$ cat src/hw/rtl/pfa_pkg.sv
// Shared types and constants for the partition fit allocator.
// Used by pfa_cell and partition_fit_allocator_core; no dependencies.
package pfa_pkg;

  localparam int unsigned DEF_MAX_PARTITIONS = 16;
  localparam int unsigned ADDR_BITS          = 20;
  localparam int unsigned SIZE_W             = 21;
  localparam int unsigned OWNER_W            = 16;
  localparam int unsigned CFG_W              = 21;
  localparam int unsigned DEF_MEMORY_SIZE    = 4096;

  localparam logic [1:0] REG_FIT_POLICY     = 2'd0;
  localparam logic [1:0] REG_DYNAMIC_SCHEME = 2'd1;
  localparam logic [1:0] REG_MEMORY_SIZE    = 2'd2;

  localparam logic [1:0] POL_FIRST = 2'd0;
  localparam logic [1:0] POL_BEST  = 2'd1;
  localparam logic [1:0] POL_WORST = 2'd2;

  typedef enum logic [1:0] {
    OP_INIT   = 2'd0,
    OP_APPEND = 2'd1,
    OP_ALLOC  = 2'd2,
    OP_FREE   = 2'd3
  } op_t;

  typedef enum logic [1:0] {
    STS_OK        = 2'd0,
    STS_NO_FIT    = 2'd1,
    STS_NOT_FOUND = 2'd2,
    STS_FULL      = 2'd3
  } status_t;

  typedef enum logic [1:0] {
    S_IDLE,
    S_SCAN,
    S_APPLY
  } state_t;

  typedef enum logic [3:0] {
    CMD_NONE,
    CMD_INIT_DYN,
    CMD_INIT_FIX,
    CMD_APPEND,
    CMD_ALLOC,
    CMD_SPLIT,
    CMD_FREE,
    CMD_MERGE_N,
    CMD_MERGE_P,
    CMD_MERGE_B
  } cmd_kind_t;

  typedef struct packed {
    logic [ADDR_BITS-1:0] base;
    logic [SIZE_W-1:0]    size;
    logic [OWNER_W-1:0]   owner;
    logic                 used;
  } entry_t;

  typedef struct packed {
    op_t                op;
    logic [1:0]         policy;
    logic [SIZE_W-1:0]  req;
    logic [OWNER_W-1:0] pid;
  } scan_t;

  // search word passed along the row of cells
  typedef struct packed {
    logic                 found;
    logic                 need_next;
    logic [ADDR_BITS-1:0] pbase;
    logic [SIZE_W-1:0]    psize;
    logic                 prev_free;
    logic [SIZE_W-1:0]    prev_size;
    logic                 next_free;
    logic [SIZE_W-1:0]    next_size;
    logic                 lvalid;
    logic                 lused;
    logic [ADDR_BITS-1:0] lbase;
    logic [SIZE_W-1:0]    lsize;
  } token_t;

  typedef struct packed {
    cmd_kind_t          kind;
    entry_t             new_e;
    logic [SIZE_W-1:0]  req;
    logic [OWNER_W-1:0] pid;
    logic [SIZE_W-1:0]  sum_size;
  } cmd_t;

endpackage

$ cat src/hw/rtl/pfa_cell.sv
// One table entry of the partition allocator with its stage of the search chain.
// Depends on pfa_pkg.
module pfa_cell #(
  parameter int MAX_PARTITIONS = pfa_pkg::DEF_MAX_PARTITIONS,
  parameter int CELL_INDEX     = 0,
  localparam int IDXW = $clog2(MAX_PARTITIONS),
  localparam int CW   = $clog2(MAX_PARTITIONS + 1)
) (
  input  logic              clk,
  input  logic              rst_n,
  input  logic [CW-1:0]     count,
  input  pfa_pkg::scan_t    scan,
  input  pfa_pkg::token_t   tok_in,
  input  logic [IDXW-1:0]   pos_in,
  output pfa_pkg::token_t   tok_out,
  output logic [IDXW-1:0]   pos_out,
  input  pfa_pkg::cmd_t     cmd,
  input  logic [IDXW-1:0]   idx,
  input  pfa_pkg::entry_t   left_e,
  input  pfa_pkg::entry_t   right1_e,
  input  pfa_pkg::entry_t   right2_e,
  output pfa_pkg::entry_t   entry_out
);
  import pfa_pkg::*;

  entry_t          e_r, e_nxt;
  token_t          tok_r, tok_nxt;
  logic [IDXW-1:0] pos_r, pos_nxt;
  logic            valid, fit, own, take;

  assign valid = CELL_INDEX < int'(count);
  assign fit   = valid && !e_r.used && (scan.req <= e_r.size);
  assign own   = valid && e_r.used && (e_r.owner == scan.pid);

  always_comb begin
    tok_nxt = tok_in;
    pos_nxt = pos_in;
    take    = 1'b0;
    case (scan.op)
      OP_ALLOC: begin
        if (fit) begin
          if (!tok_in.found) take = 1'b1;
          else if (scan.policy == POL_BEST && e_r.size < tok_in.psize) take = 1'b1;
          else if (scan.policy == POL_WORST && e_r.size > tok_in.psize) take = 1'b1;
        end
      end
      OP_FREE: begin
        if (own && !tok_in.found) begin
          take              = 1'b1;
          tok_nxt.prev_free = tok_in.lvalid && !tok_in.lused;
          tok_nxt.prev_size = tok_in.lsize;
          tok_nxt.need_next = 1'b1;
        end else if (tok_in.need_next) begin
          tok_nxt.need_next = 1'b0;
          tok_nxt.next_free = valid && !e_r.used;
          tok_nxt.next_size = e_r.size;
        end
      end
      default: ;
    endcase
    if (take) begin
      tok_nxt.found = 1'b1;
      tok_nxt.pbase = e_r.base;
      tok_nxt.psize = e_r.size;
      pos_nxt       = IDXW'(CELL_INDEX);
    end
    if (valid) begin
      tok_nxt.lvalid = 1'b1;
      tok_nxt.lused  = e_r.used;
      tok_nxt.lbase  = e_r.base;
      tok_nxt.lsize  = e_r.size;
    end
  end

  always_comb begin
    int ix;
    ix    = int'(idx);
    e_nxt = e_r;
    case (cmd.kind)
      CMD_INIT_DYN: begin
        e_nxt.used = 1'b0;
        if (CELL_INDEX == 0) e_nxt = cmd.new_e;
      end
      CMD_INIT_FIX: e_nxt.used = 1'b0;
      CMD_APPEND: if (CELL_INDEX == ix) e_nxt = cmd.new_e;
      CMD_ALLOC: begin
        if (CELL_INDEX == ix) begin
          e_nxt.used  = 1'b1;
          e_nxt.owner = cmd.pid;
        end
      end
      CMD_SPLIT: begin
        if (CELL_INDEX == ix) begin
          e_nxt.size  = cmd.req;
          e_nxt.used  = 1'b1;
          e_nxt.owner = cmd.pid;
        end else if (CELL_INDEX == ix + 1) begin
          e_nxt = cmd.new_e;
        end else if (CELL_INDEX > ix + 1) begin
          e_nxt = left_e;
        end
      end
      CMD_FREE: if (CELL_INDEX == ix) e_nxt.used = 1'b0;
      CMD_MERGE_N: begin
        if (CELL_INDEX == ix) begin
          e_nxt.size = cmd.sum_size;
          e_nxt.used = 1'b0;
        end else if (CELL_INDEX > ix) begin
          e_nxt = right1_e;
        end
      end
      CMD_MERGE_P: begin
        if (CELL_INDEX == ix - 1) e_nxt.size = cmd.sum_size;
        else if (CELL_INDEX >= ix) e_nxt = right1_e;
      end
      CMD_MERGE_B: begin
        if (CELL_INDEX == ix - 1) e_nxt.size = cmd.sum_size;
        else if (CELL_INDEX >= ix) e_nxt = right2_e;
      end
      default: ;
    endcase
  end

  always_ff @(posedge clk) begin
    if (!rst_n) begin
      e_r.used <= 1'b0;
    end else begin
      e_r <= e_nxt;
    end
  end

  always_ff @(posedge clk) begin
    tok_r <= tok_nxt;
    pos_r <= pos_nxt;
  end

  assign tok_out   = tok_r;
  assign pos_out   = pos_r;
  assign entry_out = e_r;

endmodule

$ cat config.mk
export PLATFORM = sky130hd
export DESIGN_NAME = pfa_cell
export DESIGN_NICKNAME = d
export VERILOG_FILES = /design/src/hw/rtl/pfa_pkg.sv /design/src/hw/rtl/pfa_cell.sv
export SDC_FILE = /design/constraint.sdc
export NUM_CORES = 1
export LEC_CHECK = 0
export BUFFER_PORTS_ARGS = -buffer_cell sky130_fd_sc_hd__buf_2
export CORE_AREA = 5 5 257 259
export CTS_CLUSTER_SIZE = 20
export DETAILED_ROUTE_END_ITERATION = 8
export DIE_AREA = 0 0 262 264
export PLACE_DENSITY_LB_ADDON = 0.12
export REMOVE_ABC_BUFFERS = 1
export SETUP_SLACK_MARGIN = 0.5
export SLEW_MARGIN = 20
export SYNTH_ARGS = -nofsm -noshare
export SYNTH_HDL_FRONTEND = slang
export SYNTH_SLANG_ARGS = --single-unit
$ cat constraint.sdc
create_clock -name clk -period 9.2 [get_ports clk]
set_clock_uncertainty 0.15 [all_clocks]
set_input_delay 1.38 -clock clk [delete_from_list [all_inputs] [get_ports clk]]
set_output_delay 1.38 -clock clk [all_outputs]
set_load 0.02 [all_outputs]
==> flow_summary.yaml <==
yosys:
  synth_async_sr_flop_share_pct: 0
  ys_top_cells_by_area: "dfxtp_1, edfxtp_1, mux2i_1"
  ys_types: 59
  syn_area_um2: 9710
  yosysTopAreaCellShare_pct: 27.8
  synthCells: 996
  synthFlopType: "dfxtp_1"
  synth_area_leader_cell: "dfxtp_1"
  synth-edff-count: 57
  ys_seq_elements: 192
  yosysWarnings: 0
  ys_seq_area_share_pct: 45.4
  syn_avg_cell_area_um2: 9.75
power:
  p_per_area_nw_per_um2: 154
  vdd_drop_max_mv: 0.0947
  p_leak_nw: 7.21
routing:
  dr_total_vias: 10158
  ant_nets: 0
  drt-initial-drc-count: 769
  wl_um: 55800
  wl_per_cell_um: 22.2
  avgViaCountPerCell: 4.03
  drcViolationCount: 0
  dr.pass1.iters: 7
sta:
  setup_viol_count_final: 0
  layout_min_cycle_time_ns: 4.57
  report.final.slew_viol_count: 0
  worst_slack_ns: 4.63
  fin_crit_sh_pct: 49.6
  tns_ns: 0
  finalHoldViolCount: 0
  max_freq_mhz: 219
  max_slew_margin_pct: 39.9
  worstMarginPinSlew_ns: 0.899
  rsz0062_at_grt: "no"
  whs_ns: 0.360
place:
  place.gp.congestion: 0.884
  place_hpwl_um: 47400
  port_buffers: 671
  postPlaceCellArea_um2: 14100
  dp_slack_ns: 4.04
  dp.cells: 2482
clock_network:
  path_clk_slew_ns: 0.08
  hold_buffers: 0
  cts_resized: 0
  numClockSinks: 192
  cts_tree: "built"
  cts-root-buf: "clkbuf_16"
  cts-buffers-inserted: 17
  htreeDepth: 4
  postCtsSetupBuffers: 0
  clk_path_buf_depth: 2
  clkLatencyLatePin_ns: 0.48
grt:
  grt_antenna_before_repair: 9
  grt_pass1_wl_um: 76500
  grt.overflow.total: 0
  grtUsageTotal_pct: 15.3
  grt_pass1_vias: 10508
  grt_max_degree: 65
die:
  die_w_um: 262
  coreArea_um2: 63600
  die_y_um: 264
  die-area_um2: 69200
  top_level_ports: 672
  fp-row-count: 93
  start_util_pct: 15.3
cells_and_area:
  drive_gt1_share_pct: 46.2
  nFillCells: 7158
  fin_area_um2: 14700
  nets: 2171
  final_cells: 2519
  areaGrowthSynthToFinish_pct: 51.2
worst_setup_path:
  cp_slowest_cell: "o22ai_4"
  cp.arrival_ns: 4.79
  critPathTopFamily: "buffers and inverters"
  r2r_end: "tok_out[108]$_DFF_P_"
  worstSetupStartpointType: "input pin"
  cp.required_ns: 9.42
  path_max_fanout: 64
  cp-end-kind: "flop"
  critPathKind: "input pin to flop"
  crit_chain: "buf_2 -> or4_4 -> nor2_4 -> buf_4 -> nor2_1 -> nand4b_1 -> a31oi_1 -> o22ai_4 -> buf_4 -> mux2_2"
  r2r_setup_slack_ns: 5.38
  slowest_delay_ns: 0.62
  timing.rr.start: "entry_out[26]$_DFFE_PP_"
  crit_top_cell: "buf_4"
  r2r_cells: 9
  critical_path_buf_inv_count: 3
min_path:
  hold_path_class: "flop to flop"
  hold_depth: 1
  hold_end: "tok_out[116]$_DFF_P_"
  hold_start: "entry_out[46]$_DFFE_PP_"
status:
  outcome: "finished clean"
job:
  cap_violations: 0
## metrics by stage
| stage | total power [mW] | utilization [%] |
|---|---|---|
| detailed placement | 1.50 | 22.1 |
| finish | 2.27 | 23.1 |
| floorplan | 1.21 | - |
| CTS | 2.32 | 23.1 |
| global route | 2.39 | 23.1 |
| global placement | 1.50 | 22.1 |
## layer usage
metal / share of wire [%] / global-route usage (%) / routed length (µm) / vias to the layer above
met5: 0 / 0 / 0 / -
met4: 1.1 / 3.08 / 618 / 0
met3: 5.7 / 3.10 / 3190 / 41
met2: 49 / 25.9 / 27600 / 387
met1: 44 / 20.2 / 24400 / 4827
li1: - / - / - / 4903
## worst max path at each step
stage / cells past startpoint / from / slack [ns] / to
finish: 10 / count[3] / 4.63 / tok_out[108]$_DFF_P_
detailed placement: 10 / count[3] / 4.04 / tok_out[110]$_DFF_P_
global placement: 10 / count[3] / 4.08 / tok_out[110]$_DFF_P_
CTS: 10 / count[3] / 4.59 / tok_out[108]$_DFF_P_
global route: 10 / count[3] / 4.43 / tok_out[110]$_DFF_P_
floorplan: 7 / count[3] / 3.61 / tok_out[108]$_DFF_P_
## logic make-up (layout without fill, tap and decap cells)
family                     Yosys count  after routing  share of synthesized area (%)
AOI/OAI and AO/OA                  220            220                           15.3
xor gates and xnor gates            18             18                           1.62
adders and majority gates           45             45                           5.80
buffers and inverters              105            768                           4.46
DFF                                192            192                           45.4
muxes                              142            142                           15.2
other                                0              5                              0
and+or+nand+nor                    274            274                           12.2
## where the power goes
part	internal, mW	total [mW]	switching, mW
clock network	0.383	0.799	0.416
registers	0.936	0.968	0.0315
logic	0.206	0.501	0.296
total	1.53	2.27	0.743
## state kept, by name (all words and copies together), names as in the netlist
register	count
pos_out	4
entry_out	58
tok_out	130
## final cells by class
type / count / area, µm² / share of cell area [%]
Sequential cell: 192 / 4410 / 30.0
Timing Repair Buffer: 688 / 3490 / 23.7
Antenna cell: 5 / 12.5 / 0.0852
Tap cell: 855 / 1070 / 7.28
Clock inverter: 14 / 160 / 1.09
Clock buffer: 18 / 450 / 3.07
Multi-Input combinational cell: 699 / 4910 / 33.5
Inverter: 48 / 180 / 1.23
## layout by cell type, fill, tap and decap left out, types with 6 or more instances in the layout
cell,count
mux2_2,28
mux2_1,16
ha_1,45
clkbuf_16,18
a222oi_1,13
a21oi_1,32
nand3_1,10
nor2_1,71
mux2i_1,98
a2111oi_0,8
o21ai_0,95
xor2_1,13
nand2_1,144
a221o_1,36
buf_2,670
nand2b_1,6
edfxtp_1,57
dfxtp_1,135
nand4_1,7
a211oi_1,10
inv_1,47
buf_4,18
## synth_stat cells, types with 16 or more instances
master and count:
a21oi_1 33, a221o_1 36, clkbuf_1 38, dfxtp_1 135
edfxtp_1 57, ha_1 45, inv_1 47, mux2_1 16
mux2_2 28, mux2i_1 98, nand2_1 144, nor2_1 75
o21ai_0 95
(Power assumes the default switching activity.)
